### config.mk
export PLATFORM = sky130hd
export DESIGN_NAME = eabb_fifo
export DESIGN_NICKNAME = d
export VERILOG_FILES = /design/src/rtl/core/eabb_pkg.sv /design/src/rtl/core/eabb_fifo.sv
export SDC_FILE = /design/constraint.sdc
export NUM_CORES = 1
export LEC_CHECK = 0
export BUFFER_PORTS_ARGS = -buffer_cell sky130_fd_sc_hd__buf_2
export CAP_MARGIN = 0
export CELL_PAD_IN_SITES_DETAIL_PLACEMENT = 1
export CELL_PAD_IN_SITES_GLOBAL_PLACEMENT = 1
export CORE_MARGIN = 2
export CORE_UTILIZATION = 25
export DETAILED_ROUTE_END_ITERATION = 8
export PLACE_DENSITY_LB_ADDON = 0.1
export SYNTH_ARGS = -nofsm -noshare
export SYNTH_HDL_FRONTEND = slang
export SYNTH_SLANG_ARGS = --single-unit
### constraint.sdc
create_clock -name clk_i -period 6.05 [get_ports clk_i]
set_clock_uncertainty 0.05 [all_clocks]
set_input_delay 0.605 -clock clk_i [delete_from_list [all_inputs] [get_ports clk_i]]
set_output_delay 0.605 -clock clk_i [all_outputs]
set_load 0.1 [all_outputs]
### src/rtl/core/eabb_pkg.sv
// shared types, constants and small tables of the edge-aware box blur
package eabb_pkg;

  // fixed field widths
  localparam int PIX_BITS = 8;
  localparam int FW_BITS  = 12;
  localparam int FH_BITS  = 13;
  localparam int CFG_DW   = 13;
  // widest column address over the supported frame widths
  localparam int COL_BITS = 13;

  // register reset values
  localparam logic [FW_BITS-1:0] FW_RESET = 12'd640;
  localparam logic [FH_BITS-1:0] FH_RESET = 13'd480;

  // register indexes on the configuration port
  localparam logic CFG_FRAME_WIDTH  = 1'b0;
  localparam logic CFG_FRAME_HEIGHT = 1'b1;

  // item kinds
  localparam logic OP_PIXEL = 1'b0;
  localparam logic OP_DRAIN = 1'b1;

  // queue between front and back
  localparam int QDEPTH = 4;
  localparam int QPW    = 2;
  localparam int QCW    = 3;

  // reciprocal scaling for the rounded mean
  localparam int RECIP_BITS  = 17;
  localparam int RECIP_SHIFT = 17;
  localparam int NUM_BITS    = 13;
  localparam int SUM_BITS    = 12;
  localparam int PROD_BITS   = NUM_BITS + RECIP_BITS;

  // back end sequencer states
  typedef enum logic [2:0] {
    BK_IDLE,
    BK_READ,
    BK_SHIFT,
    BK_SUM,
    BK_MUL
  } eabb_bstate_e;

  // one unit of work handed from front to back
  typedef struct packed {
    logic                wr_en;
    logic [1:0]          wr_slot;
    logic [COL_BITS-1:0] wr_col;
    logic [PIX_BITS-1:0] red;
    logic [PIX_BITS-1:0] green;
    logic [PIX_BITS-1:0] blue;
    logic                emit;
    logic [1:0]          row_slot;
    logic                top_ok;
    logic                bot_ok;
    logic                first;
    logic                has_next;
    logic [COL_BITS-1:0] next_col;
    logic [3:0]          cnt;
    logic                last;
  } eabb_task_t;

  // number of in-frame neighbours from rows and columns present
  function automatic logic [3:0] eabb_count(logic [1:0] rows, logic [1:0] cols);
    logic [3:0] prod;
    prod = 4'(rows) * 4'(cols);
    return prod;
  endfunction

  // ceil(2^17 / (2*cnt)), exact floor division for numerators below 4600
  function automatic logic [RECIP_BITS-1:0] eabb_recip(logic [3:0] cnt);
    logic [RECIP_BITS-1:0] r;
    case (cnt)
      4'd1:    r = 17'd65536;
      4'd2:    r = 17'd32768;
      4'd3:    r = 17'd21846;
      4'd4:    r = 17'd16384;
      4'd5:    r = 17'd13108;
      4'd6:    r = 17'd10923;
      4'd7:    r = 17'd9363;
      4'd8:    r = 17'd8192;
      4'd9:    r = 17'd7282;
      default: r = 17'd65536;
    endcase
    return r;
  endfunction

endpackage

### src/rtl/core/eabb_fifo.sv
// short task queue between front and back end
module eabb_fifo (
  input  logic                 clk_i,
  input  logic                 rst_ni,
  input  logic                 push_i,
  input  eabb_pkg::eabb_task_t task_i,
  output logic                 full_o,
  input  logic                 pop_i,
  output eabb_pkg::eabb_task_t task_o,
  output logic                 empty_o
);
  import eabb_pkg::*;

  eabb_task_t         slot_q [QDEPTH];
  logic [QPW-1:0]     wptr_q, wptr_d;
  logic [QPW-1:0]     rptr_q, rptr_d;
  logic [QCW-1:0]     cnt_q, cnt_d;

  assign full_o  = (cnt_q == QCW'(QDEPTH));
  assign empty_o = (cnt_q == '0);
  assign task_o  = slot_q[rptr_q];

  // pointer and fill count update
  always_comb begin
    wptr_d = wptr_q;
    rptr_d = rptr_q;
    cnt_d  = cnt_q;
    if (push_i) begin
      wptr_d = wptr_q + QPW'(1);
    end
    if (pop_i) begin
      rptr_d = rptr_q + QPW'(1);
    end
    if (push_i && !pop_i) begin
      cnt_d = cnt_q + QCW'(1);
    end else if (!push_i && pop_i) begin
      cnt_d = cnt_q - QCW'(1);
    end
  end

  always_ff @(posedge clk_i or negedge rst_ni) begin
    if (!rst_ni) begin
      wptr_q <= '0;
      rptr_q <= '0;
      cnt_q  <= '0;
    end else begin
      wptr_q <= wptr_d;
      rptr_q <= rptr_d;
      cnt_q  <= cnt_d;
    end
  end

  // storage
  always_ff @(posedge clk_i) begin
    if (push_i) begin
      slot_q[wptr_q] <= task_i;
    end
  end

endmodule

Word level (Yosys, flattened, before mapping). Memories as Yosys holds them, arrays and structs flattened. Cells that the tools add are included.

Memories: 1. Bits of input ports: 69. Register bits after elaboration: 7. Bits in writable memories: 260. Logic and storage cells: 19.

Add/subtract/negate cells: 4. Mux-type cells: 4. Equality and inequality tests: 1. Reduce and logical (&&, ||, !) cells: 6.

Memories: slot_q (depth 4, bits a word 65, rd ports 1, clocked after memory_dff 0, write ports 1, RTL line eabb_fifo.sv:14) `eabb_task_t slot_q [QDEPTH];`.

Operators by type and width (number): 2-to-1 mux 3 bit (2); adder 2 x 1 -> 2 bit, second input constant (2); adder 3 x 1 -> 3 bit, second input constant (1); == test 3 bit, second input constant (1); logical NOT 3 bit (1); subtractor 3 x 1 -> 3 bit, second input constant (1); logical AND 1 bit (2); logical NOT 1 bit (2); 2-to-1 mux 1 bit (2); nonzero test 2 bit (1).

Longest topological paths before layout.
Word-level depth: 4. Gate-level depth with buffers: 7.

Worst setup path before layout. Ideal clock, no wire load.

Kind: register to output. Start: register cnt_q[0]. End: output port full_o. Slack: 2.742 ns. Cell stages (with the launch flop): 2. Data arrival time: 2.653 ns. Cell sequence: dfrtp_1 -> nor3b_1.

Cells in the longest elaborated chain, start to end: 1.

RTL lines: start, declared (RTL line eabb_fifo.sv:17) `logic [QCW-1:0] cnt_q, cnt_d;`; start signal, assigned (RTL line eabb_fifo.sv:49) `cnt_q <= cnt_d;`; == test 3 bit (RTL line eabb_fifo.sv:19) `assign full_o = (cnt_q == QCW'(QDEPTH));`; end, declared (RTL line eabb_fifo.sv:7) `output logic full_o,`.

No other way between the ends.

==> flow_metrics.py <==
metrics = {
    "layout": {
        "final_cell_mix": "260 x edfxtp_1, 135 x buf_2, 65 x mux4_2",
        "area_growth_syn_to_layout_pct": 23.14,
        "layout-drive-gt1-share_pct": 46.59,
        "antenna_cells": 0,
        "utilization_pct": 31.25,
        "final_nets": 608,
        "layout_commonest_cell": "edfxtp_1",
    },
    "clock_network": {
        "clk_latency_ns": 0.56,
        "cts_tree": "built",
        "path_clk_slew_ns": 0.06,
        "cts-root-buf": "clkbuf_16",
        "htreeDepth": 1,
        "cts_inserted_buffers": 31,
        "post_cts_buffers": 0,
        "cts.path.max_buffers": 3,
        "numClockSinks": 267,
    },
    "timing": {
        "rsz0062_at_grt": "false",
        "setup_viol": 0,
        "relSlewSlack_pct": 25.41,
        "hold_violations": 0,
        "final.setup.tns_ns": 0,
        "maxSlewViolCount": 0,
        "max_freq_mhz": 260.4,
        "fin_crit_sh_pct": 63.47,
        "worst-slew-pin-transition_ns": 1.119,
        "fin_crit_ns": 3.840,
    },
    "floorplanning": {
        "start_util_pct": 25.38,
        "core_mm2": 0.03865,
        "ios": 136,
        "dieArea_mm2": 0.04083,
        "num_rows": 72,
        "die_y_um": 202.1,
        "fp.dieW_um": 202.1,
    },
    "drt": {
        "wire_per_inst_um": 20.18,
        "drt_iter0_drc": 158,
        "drc": 0,
        "wl_met3_um": 1349,
        "route.met2.wl_um": 10410,
        "via_count": 4435,
        "drt-vias-per-instance": 4.122,
        "dr.max_layer_used": "met5",
        "met1_length_um": 9390,
        "ant_nets": 0,
        "wirelength_um": 21720,
        "first_pass_iters": 4,
    },
    "synth": {
        "syn_area_mm2": 0.009808,
        "syn_nets": 449,
        "synth-seq-cells": 267,
        "synth_edf_count": 260,
        "yosys.area.top_type": "edfxtp_1",
        "synth.area.top_cells": "edfxtp_1 80%, mux4_2 15%, dfrtp_1 1.8%",
        "synth_flop_cell": "edfxtp_1",
        "synth_cells": 374,
        "ys_warn_count": 0,
        "async_reset_ff_share_pct": 2.622,
        "synth_cell_type_count": 20,
        "syn_area_per_cell_um2": 26.23,
        "synth_seq_area_share_pct": 81.39,
        "synth_top_area_share_pct": 79.60,
    },
    "grt": {
        "grt_use_total_pct": 10.77,
        "grt_pass1_wl_um": 32770,
        "grt_pass1_vias": 5225,
        "grt_max_degree": 67,
        "grt.overflow.total": 0,
        "antenna_found_initial": 5,
    },
    "worst_setup_path": {
        "cp.required_ns": 5.39,
        "cp_max_fo": 49,
        "start_kind": "register",
        "cp-end-kind": "output pin",
        "cp_data_arrival_time_ns": 3.18,
        "path_class": "reg -> out",
    },
    "run": {
        "max-cap-violations": 0,
    },
    "worst_hold_path": {
        "hp-class": "in -> reg",
    },
    "place": {
        "dp_hpwl_um": 12440,
        "gp_congestion": 0.6622,
        "io_buffers": 135,
    },
    "outcome": {
        "outcome": "complete, no violations",
    },
}
==> stage by stage <==
step	setup WS [ns]	area [um2]	hold slack, ns	instances
2_1_floorplan	2.742	9808	0.2594	374
3_3_place_gp	2.661	11040	0.4023	1017
3_5_place_dp	2.638	11040	0.4104	1017
4_1_cts	2.013	12080	0.1658	1076
5_1_grt	1.904	12080	0.1797	1076
6_report	2.210	12080	0.2054	1076
==> area by class of cell <==
cell class / count / area (um2)
clock buffers: 40 / 829.5
inverters: 4 / 15.01
flip-flops and latches: 267 / 7990
repair buffers: 141 / 723.2
fillers: 3850 / 26570
clock inverters: 18 / 197.7
well taps: 518 / 648.1
multi-input cells: 88 / 1674
==> final timing paths <==
| kind | endpoint | slack (ns) | cells past startpoint | startpoint |
|---|---|---|---|---|
| setup / recovery | task_o[12] | 2.21 | 3 | rptr_q[0] |
| hold / removal | slot_q[2][48] | 0.21 | 1 | task_i[48] |
| hold reg to reg | cnt_q[2] | 0.46 | 1 | cnt_q[2] |
| min in group asynchronous | rptr_q[1] | 0.36 | 2 | rst_ni |
| max in group asynchronous | rptr_q[0] | 5.40 | 2 | rst_ni |
| setup reg to reg | slot_q[1][6] | 3.81 | 4 | wptr_q[1] |
==> cells in the mapped netlist (all sizes together) (2+ instances only) <==
cell,n
xor2,4
buf,13
ha,5
xnor2,2
mux4,65
edfxtp,260
and2,4
clkbuf,2
nand2,2
inv,4
dfrtp,7
==> critical path, stage by stage (launching register included) <==
cell     delay (ns)
dfrtp_4        1.15
buf_4          0.53
mux4_2         0.58
buf_2          0.31
==> cells by family (layout without fill, tap and decap cells) <==
| logic type | after synthesis | count (layout) | synth area share [%] |
|---|---|---|---|
| buf+inv | 19 | 203 | 1.646 |
| simple gates | 9 | 9 | 0.4974 |
| flops | 267 | 267 | 81.39 |
| fa+ha+maj | 6 | 6 | 0.8420 |
| mux | 66 | 66 | 15.04 |
| xor+xnor | 6 | 6 | 0.5358 |
| compound gates | 1 | 1 | 0.05098 |
==> state kept, by name (all words and copies together) (netlist names) <==
signal  flops
rptr_q      2
slot_q    260
cnt_q       3
wptr_q      2
==> timing repair <==
action | 4_1_cts | 5_1_grt
hold buffers | 1 | 0
hold endpoints to repair | 7 | 0
resized for setup | 0 | 0
==> routing by layer <==
layer | GRT usage (%) | up-vias
met3 | 3.305 | 48
met1 | 13.32 | 2363
met5 | 0 | -
li1 | - | 1913
met4 | 3.309 | 10
met2 | 18.09 | 101
Power is left out: the tool's default activity adds up to more than one toggle a clock period on the data nets, which glitch-free logic cannot reach.
