File: src/rtl/core/eabb_pkg.sv
// shared types, constants and small tables of the edge-aware box blur
package eabb_pkg;

  // fixed field widths
  localparam int PIX_BITS = 8;
  localparam int FW_BITS  = 12;
  localparam int FH_BITS  = 13;
  localparam int CFG_DW   = 13;
  // widest column address over the supported frame widths
  localparam int COL_BITS = 13;

  // register reset values
  localparam logic [FW_BITS-1:0] FW_RESET = 12'd640;
  localparam logic [FH_BITS-1:0] FH_RESET = 13'd480;

  // register indexes on the configuration port
  localparam logic CFG_FRAME_WIDTH  = 1'b0;
  localparam logic CFG_FRAME_HEIGHT = 1'b1;

  // item kinds
  localparam logic OP_PIXEL = 1'b0;
  localparam logic OP_DRAIN = 1'b1;

  // queue between front and back
  localparam int QDEPTH = 4;
  localparam int QPW    = 2;
  localparam int QCW    = 3;

  // reciprocal scaling for the rounded mean
  localparam int RECIP_BITS  = 17;
  localparam int RECIP_SHIFT = 17;
  localparam int NUM_BITS    = 13;
  localparam int SUM_BITS    = 12;
  localparam int PROD_BITS   = NUM_BITS + RECIP_BITS;

  // back end sequencer states
  typedef enum logic [2:0] {
    BK_IDLE,
    BK_READ,
    BK_SHIFT,
    BK_SUM,
    BK_MUL
  } eabb_bstate_e;

  // one unit of work handed from front to back
  typedef struct packed {
    logic                wr_en;
    logic [1:0]          wr_slot;
    logic [COL_BITS-1:0] wr_col;
    logic [PIX_BITS-1:0] red;
    logic [PIX_BITS-1:0] green;
    logic [PIX_BITS-1:0] blue;
    logic                emit;
    logic [1:0]          row_slot;
    logic                top_ok;
    logic                bot_ok;
    logic                first;
    logic                has_next;
    logic [COL_BITS-1:0] next_col;
    logic [3:0]          cnt;
    logic                last;
  } eabb_task_t;

  // number of in-frame neighbours from rows and columns present
  function automatic logic [3:0] eabb_count(logic [1:0] rows, logic [1:0] cols);
    logic [3:0] prod;
    prod = 4'(rows) * 4'(cols);
    return prod;
  endfunction

  // ceil(2^17 / (2*cnt)), exact floor division for numerators below 4600
  function automatic logic [RECIP_BITS-1:0] eabb_recip(logic [3:0] cnt);
    logic [RECIP_BITS-1:0] r;
    case (cnt)
      4'd1:    r = 17'd65536;
      4'd2:    r = 17'd32768;
      4'd3:    r = 17'd21846;
      4'd4:    r = 17'd16384;
      4'd5:    r = 17'd13108;
      4'd6:    r = 17'd10923;
      4'd7:    r = 17'd9363;
      4'd8:    r = 17'd8192;
      4'd9:    r = 17'd7282;
      default: r = 17'd65536;
    endcase
    return r;
  endfunction

endpackage

File: src/rtl/core/eabb_front.sv
// front end: config registers, frame counters and item classification
module eabb_front #(
  parameter int MAX_WIDTH  = 2048,
  parameter int MAX_HEIGHT = 4096
) (
  input  logic                          clk_i,
  input  logic                          rst_ni,
  input  logic                          cfg_we_i,
  input  logic                          cfg_idx_i,
  input  logic [eabb_pkg::CFG_DW-1:0]   cfg_data_i,
  input  logic                          in_valid_i,
  output logic                          in_stall_o,
  input  logic                          operation_i,
  input  logic [eabb_pkg::PIX_BITS-1:0] in_red_i,
  input  logic [eabb_pkg::PIX_BITS-1:0] in_green_i,
  input  logic [eabb_pkg::PIX_BITS-1:0] in_blue_i,
  input  logic                          full_i,
  output logic                          push_o,
  output eabb_pkg::eabb_task_t          task_o
);
  import eabb_pkg::*;

  localparam int CW = (MAX_WIDTH > 1) ? $clog2(MAX_WIDTH) : 1;
  localparam int WW = $clog2(MAX_WIDTH + 1);
  localparam int HW = $clog2(MAX_HEIGHT + 1);

  logic [FW_BITS-1:0] frame_width_q, frame_width_d;
  logic [FH_BITS-1:0] frame_height_q, frame_height_d;
  logic [HW-1:0]      in_row_q, in_row_d;
  logic [CW-1:0]      in_col_q, in_col_d;
  logic [HW-1:0]      out_row_q, out_row_d;
  logic [CW-1:0]      out_col_q, out_col_d;

  logic [WW-1:0] eff_w;
  logic [HW-1:0] eff_h;
  logic          accept;
  logic          is_pix;
  logic          input_done;
  logic          emit_lag;
  logic          do_write;
  logic          do_emit;
  logic [WW-1:0] in_col_nxt;
  logic [WW-1:0] out_col_nxt;
  logic          top_ok;
  logic          bot_ok;
  logic          first_col;
  logic          has_next;
  logic          last_px;
  logic [1:0]    rows_in;
  logic [1:0]    cols_in;

  // effective frame size with out-of-range values clamped
  always_comb begin
    if (frame_width_q == '0) begin
      eff_w = WW'(1);
    end else if (32'(frame_width_q) > 32'(MAX_WIDTH)) begin
      eff_w = WW'(MAX_WIDTH);
    end else begin
      eff_w = WW'(frame_width_q);
    end
    if (frame_height_q == '0) begin
      eff_h = HW'(1);
    end else if (32'(frame_height_q) > 32'(MAX_HEIGHT)) begin
      eff_h = HW'(MAX_HEIGHT);
    end else begin
      eff_h = HW'(frame_height_q);
    end
  end

  // classify the item on offer
  assign in_stall_o = full_i;
  assign accept     = in_valid_i && !in_stall_o;
  assign is_pix     = (operation_i == OP_PIXEL);
  assign input_done = (in_row_q >= eff_h);
  assign emit_lag   = (32'(in_row_q) >= 32'd2) ||
                      ((32'(in_row_q) == 32'd1) && (in_col_q != '0));
  assign do_write   = accept && is_pix && !input_done;
  assign do_emit    = accept && ((is_pix && !input_done && emit_lag) ||
                                 (!is_pix && input_done));
  assign push_o     = do_write || do_emit;

  // neighbourhood of the next output position
  assign in_col_nxt  = WW'(in_col_q) + WW'(1);
  assign out_col_nxt = WW'(out_col_q) + WW'(1);
  assign top_ok      = (out_row_q != '0);
  assign bot_ok      = (32'(out_row_q) + 32'd1) < 32'(eff_h);
  assign first_col   = (out_col_q == '0);
  assign has_next    = (out_col_nxt < eff_w);
  assign last_px     = ((32'(out_row_q) + 32'd1) == 32'(eff_h)) && !has_next;
  assign rows_in     = 2'd1 + 2'(top_ok) + 2'(bot_ok);
  assign cols_in     = 2'd1 + 2'(!first_col) + 2'(has_next);

  // work handed to the back end
  always_comb begin
    task_o          = '0;
    task_o.wr_en    = do_write;
    task_o.wr_slot  = 2'(in_row_q);
    task_o.wr_col   = COL_BITS'(in_col_q);
    task_o.red      = in_red_i;
    task_o.green    = in_green_i;
    task_o.blue     = in_blue_i;
    task_o.emit     = do_emit;
    task_o.row_slot = 2'(out_row_q);
    task_o.top_ok   = top_ok;
    task_o.bot_ok   = bot_ok;
    task_o.first    = first_col;
    task_o.has_next = has_next;
    task_o.next_col = COL_BITS'(out_col_nxt);
    task_o.cnt      = eabb_count(rows_in, cols_in);
    task_o.last     = last_px;
  end

  // register writes and frame counters
  always_comb begin
    frame_width_d  = frame_width_q;
    frame_height_d = frame_height_q;
    in_row_d       = in_row_q;
    in_col_d       = in_col_q;
    out_row_d      = out_row_q;
    out_col_d      = out_col_q;
    if (cfg_we_i) begin
      case (cfg_idx_i)
        CFG_FRAME_WIDTH:  frame_width_d  = cfg_data_i[FW_BITS-1:0];
        CFG_FRAME_HEIGHT: frame_height_d = cfg_data_i[FH_BITS-1:0];
        default: ;
      endcase
      in_row_d  = '0;
      in_col_d  = '0;
      out_row_d = '0;
      out_col_d = '0;
    end else begin
      if (do_write) begin
        if (in_col_nxt >= eff_w) begin
          in_col_d = '0;
          in_row_d = in_row_q + HW'(1);
        end else begin
          in_col_d = CW'(in_col_nxt);
        end
      end
      if (do_emit) begin
        if (last_px) begin
          in_row_d  = '0;
          in_col_d  = '0;
          out_row_d = '0;
          out_col_d = '0;
        end else if (!has_next) begin
          out_col_d = '0;
          out_row_d = out_row_q + HW'(1);
        end else begin
          out_col_d = CW'(out_col_nxt);
        end
      end
    end
  end

  always_ff @(posedge clk_i or negedge rst_ni) begin
    if (!rst_ni) begin
      frame_width_q  <= FW_RESET;
      frame_height_q <= FH_RESET;
      in_row_q       <= '0;
      in_col_q       <= '0;
      out_row_q      <= '0;
      out_col_q      <= '0;
    end else begin
      frame_width_q  <= frame_width_d;
      frame_height_q <= frame_height_d;
      in_row_q       <= in_row_d;
      in_col_q       <= in_col_d;
      out_row_q      <= out_row_d;
      out_col_q      <= out_col_d;
    end
  end

endmodule

File: config.mk
export PLATFORM = sky130hd
export DESIGN_NAME = eabb_front
export DESIGN_NICKNAME = d
export VERILOG_FILES = /design/src/rtl/core/eabb_pkg.sv /design/src/rtl/core/eabb_front.sv
export SDC_FILE = /design/constraint.sdc
export NUM_CORES = 1
export LEC_CHECK = 0
export BUFFER_PORTS_ARGS = -buffer_cell sky130_fd_sc_hd__buf_2
export CELL_PAD_IN_SITES_DETAIL_PLACEMENT = 0
export CELL_PAD_IN_SITES_GLOBAL_PLACEMENT = 1
export CORE_AREA = 2 2 100 141
export CTS_CLUSTER_SIZE = 24
export DETAILED_ROUTE_END_ITERATION = 10
export DIE_AREA = 0 0 102 143
export PLACE_DENSITY_LB_ADDON = 0.25
export SETUP_SLACK_MARGIN = 0.3
export SYNTH_ARGS = -nofsm -noshare
export SYNTH_HDL_FRONTEND = slang
export SYNTH_SLANG_ARGS = --single-unit
File: constraint.sdc
create_clock -name clk_i -period 5.91 [get_ports clk_i]
set_clock_uncertainty 0.1 [all_clocks]
set_input_delay 1.182 -clock clk_i [delete_from_list [all_inputs] [get_ports clk_i]]
set_output_delay 1.182 -clock clk_i [all_outputs]
set_load 0.005 [all_outputs]
# [Word-level counts from Yosys, hierarchy flattened]
# Cells that the tools add are included.
[totals] word_cells=75 output_inout_bits=67 ff_bits=73
[classes] n_eq_ne=3 n_bitwise=2 n_reduce_logical=25 muxes=22 n_addsub=9 order_cmp=7 multipliers=1
[op_table] operator="13-bit 2-to-1 mux" n=11
[op_table] operator="11-bit 2-to-1 mux" n=9
[op_table] operator="32-bit by 13-bit less-than comparator with 1-bit output" n=1
[op_table] operator="13-bit by 1-bit adder with 13-bit output, second input constant" n=2
[op_table] operator="11-bit by 1-bit adder with 12-bit output, second input constant" n=2
[op_table] operator="12-bit 2-to-1 mux" n=2
[op_table] operator="13-bit by 1-bit adder with 14-bit output, second input constant" n=1
[op_table] operator="14-bit by 13-bit == test with 1-bit output" n=1
[op_table] operator="13-bit by 1-bit == test with 1-bit output, second input constant" n=1
[op_table] operator="13-bit >= comparator" n=1
[op_table] operator="13-bit by 2-bit >= comparator with 1-bit output, second input constant" n=1
[op_table] operator="13-bit > comparator, second input constant" n=1
[op_table] operator="13-bit logical NOT" n=1
[op_table] operator="13-bit nonzero test" n=1
[op_table] operator="12-bit >= comparator" n=1
[op_table] operator="12-bit > comparator, second input constant" n=1
[op_table] operator="12-bit logical NOT" n=1
[op_table] operator="12-bit less-than comparator" n=1
[op_table] operator="11-bit logical NOT" n=1
[op_table] operator="11-bit nonzero test" n=1
[op_table] operator="1-bit logical AND" n=9
[op_table] operator="2-bit AND reduction" n=3
[op_table] operator="1-bit by 1-bit adder with 2-bit output, first input constant" n=2
[op_table] operator="2-bit by 1-bit adder with 2-bit output" n=2
[op_table] operator="other kinds (6)" n=12

# [Longest topological paths before layout]
[logic_depth] ltp_word=11 mapped_depth=18 depth_no_buf=16

# [Least setup slack after synthesis]
# No wires, ideal clock.
[synth_timing] path_type="register to output" start="reg out_col_q[2]" end="out task_o[3] in the netlist's numbering" slack_ns=1.038 path_buffers=3 arrival_ns=3.590 stages_incl_launch_ff=19 required_time_ns=4.628 path_cell_list="dfrtp_1 and3_1 and3_1 and3_1 clkbuf_1 nand3_1 xnor2_1 ha_1 nand4_1 inv_1 a221oi_1 o21a_1 inv_1 buf_2 buf_1 ha_1 nor2_1 ha_1 ha_1"
[synth_lines] element="start, declared" line_no="eabb_front.sv:32" text="logic [CW-1:0] out_col_q, out_col_d;"
[synth_lines] element="start signal, assigned" line_no="eabb_front.sv:170" text="out_col_q <= out_col_d;"
[synth_lines] element="end, declared" line_no="eabb_front.sv:19" text="output eabb_pkg::eabb_task_t task_o"

==> reports/metrics.cfg <==
[status]
status=complete, no violations

[die]
die_area_um2=14600
ios=111
die_h_um=143
coreArea_um2=13300
die_w_um=102
start_util_pct=42.7
core.rowCount=50

[cells_and_area]
post-route-util_pct=46.5
multi_input_area_um2=3360
seq_area_um2=1830
diodes=0
area_growth_pct=8.91
drive_above_1_share_pct=18.4
fillers=1337
nets=750

[sta]
hold_viol_final=0
rsz0062_at_grt=false
setup_violations=0
tns_ps=0
max_freq_mhz=190
slew_headroom_pct=15.3
tightestPinTransition_ps=1260
period_minus_slack_ps=5280
fin_crit_sh_pct=89.3
finalMaxSlewViolations=0

[setup_path]
cp-start-kind=flip-flop
setup.worst_path.start=out_col_q[0]$_DFFE_PN0P_
r2r_start=out_col_q[0]$_DFFE_PN0P_
critical_path.max_fanout=6
critPathRequiredTime_ps=4630
path_class=flip-flop to output port
crit_arrival_ps=3990
critPathCaptureType=output port

[global_routing]
grt_start_max_net_pins=74
grt.total_usage_pct=21.3
grt_first_pass_wirelength_um=24200
antenna_found_initial=0
grt.overflow.total=0
grt_pass1_vias=4716

[cts]
htree_levels=3
cts_setup_buffers=0
cts-resized-gates=0
clkSinkCount=73
hold_buffers=0
cts_root_buffer=clkbuf_16
clockBufferDepth=2
clkTransAtPathRegs_ps=60
cts-buffers-inserted=9
cts_tree=done
insertion_delay_ps=340

[worst_hold_path]
hp-start=frame_height_q[0]$_DFFE_PN0P_
hold_path.class=flip-flop to flip-flop

[logic_synthesis]
yosysWarnings=0
synth_most_common_cell=dfrtp_1
syn_inst=630
ys_seq_elements=73
synth-edff-count=0
syn_avg_cell_area_um2=8.98
synth_commonest_cells=dfrtp_1 (67), ha_1 (63), nor2_1 (55)
async_flop_share_pct=100
seq_area_frac_synth_pct=32.4
synth_largest_area_cell=dfrtp_1
synthFlopType=dfrtp_1
synth_top_area_share_pct=29.6
synth_area_leaders=dfrtp_1 (30%), ha_1 (14%), buf_4 (5.3%)
syn_area_um2=5660
ys_types=57

[power]
p_per_area_nw_per_um2=222
switchingPower_uw=372
ir_worst_vdd_mv=0.146
switching_share_pct=27.3
p_comb_share_pct=14.9
p_seq_share_pct=40.7
p_int_uw=993
leakage_uw=0.00288
clkPwrFrac_pct=44.4

[drt]
drc=0
vias_per_cell=5.64
drtIter0Drc=235
firstDrtPassIters=4
num_vias=4685
routed_wl_um=14900
post_drt_wl_per_cell_um=18.0
drtAntennaViolNets=0

[flow_run]
max_cap_violations=0

[placed_design]
gp_congestion=0.881
dp.final_hpwl_um=11300
io_buffer_count=59

## registers in the layout (all words and copies together), names as in the netlist
| signal | cells |
|---|---|
| frame_height_q | 13 |
| in_row_q | 13 |
| out_row_q | 13 |
| frame_width_q | 12 |
| in_col_q | 11 |
| out_col_q | 11 |
## stage by stage
step / total power, uW / hold WS [ps] / worst slack (ps) / std cells / instance area [um^2]
after global routing: 1430 / 454 / 305 / 830 / 6160
final: 1370 / 427 / 635 / 830 / 6160
after detailed placement: 770 / 413 / 1000 / 814 / 5830
after global placement: 760 / 402 / 1090 / 814 / 5830
after CTS: 1380 / 425 / 613 / 830 / 6160
after floorplan: 709 / 380 / 1040 / 632 / 5670
## routing by layer
metal / part of all wire [%] / up-vias / GRT usage [%]
li1: - / 2275 / -
met1: 44 / 2275 / 26.5
met2: 51 / 105 / 37.0
met3: 3.5 / 30 / 3.33
met4: 2.3 / 0 / 7.58
met5: 0 / - / 0
## final timing paths
check                                                end  slack (ps)  depth (start not counted)
max                                            task_o[3]         630                         16
min                        frame_height_q[0]$_DFFE_PN0P_         430                          1
max reg2reg                        in_col_q[7]$_DFF_PN0_        1570                         16
min reg2reg                frame_height_q[0]$_DFFE_PN0P_         430                          1
max in group asynchronous   frame_width_q[2]$_DFFE_PN0P_        4100                          2
min in group asynchronous       out_row_q[6]$_DFFE_PN0P_         980                          2
## worst max-delay path, cell delays in order, from the launching register on
cell and delay (ps):
dfrtp_1 430, ha_1 270, and3_1 260, and3_1 270, nand3_1 110, xnor2_1 270
ha_1 320, a21oi_1 150, nand2_1 70, a221oi_1 280, o21a_1 210, inv_1 90
ha_1 300, nor2_1 50, ha_1 170, ha_1 260, buf_2 130
## cell type report
class	count	area share [%]
clock buffers	10	3.88
clock inverters	6	1.48
inverters	20	1.22
multi-input cells	474	54.4
flip-flops and latches	73	29.8
well taps	182	3.69
repair buffers	65	5.52
## cells by family (layout without fill, tap and decap cells)
| kind of cell | count (synthesis) | in the layout | share of synthesized area (%) |
|---|---|---|---|
| and+or+nand+nor | 226 | 226 | 20.7 |
| AOI/OAI and AO/OA | 116 | 116 | 13.0 |
| DFF | 73 | 73 | 32.4 |
| xor gates and xnor gates | 39 | 39 | 6.04 |
| muxes | 27 | 27 | 5.39 |
| buffers and inverters | 85 | 101 | 8.42 |
| adders and majority gates | 63 | 63 | 13.9 |
| other | 1 | 3 | 0.0663 |
## power by group through the flow
stage / clock network (uW) / registers [uW] / logic (uW)
floorplan: 0 / 554 / 156
global placement: 0 / 563 / 197
detailed placement: 0 / 564 / 206
CTS: 618 / 555 / 206
global route: 643 / 559 / 232
finish: 606 / 556 / 204
## layout by cell type (no fill, tap or decap), types with 3 or more instances in the layout
| cell type | count |
|---|---|
| a21o_1 | 5 |
| and4_1 | 5 |
| buf_2 | 59 |
| a22o_1 | 6 |
| a21oi_1 | 35 |
| a31oi_1 | 3 |
| nor2_1 | 55 |
| o31ai_1 | 5 |
| nand3_1 | 19 |
| a22oi_1 | 8 |
| nor3_1 | 9 |
| o21ai_0 | 27 |
| nand4_1 | 26 |
| and2_1 | 4 |
| inv_1 | 19 |
| nand2_1 | 46 |
| ha_1 | 63 |
| clkinv_4 | 3 |
| dfstp_2 | 6 |
| a211o_1 | 4 |
| conb_1 | 3 |
| dfrtp_1 | 67 |
| mux2_2 | 25 |
| buf_4 | 6 |
| nand4b_1 | 6 |
| and3_1 | 12 |
| xnor2_1 | 27 |
| nand2b_1 | 4 |
| clkbuf_16 | 9 |
| xor2_1 | 12 |
| nor4_1 | 20 |
| nor2b_1 | 7 |
| o21a_1 | 4 |
| or4_1 | 4 |
| o211ai_1 | 7 |
Power figures use the tool's default switching activity.
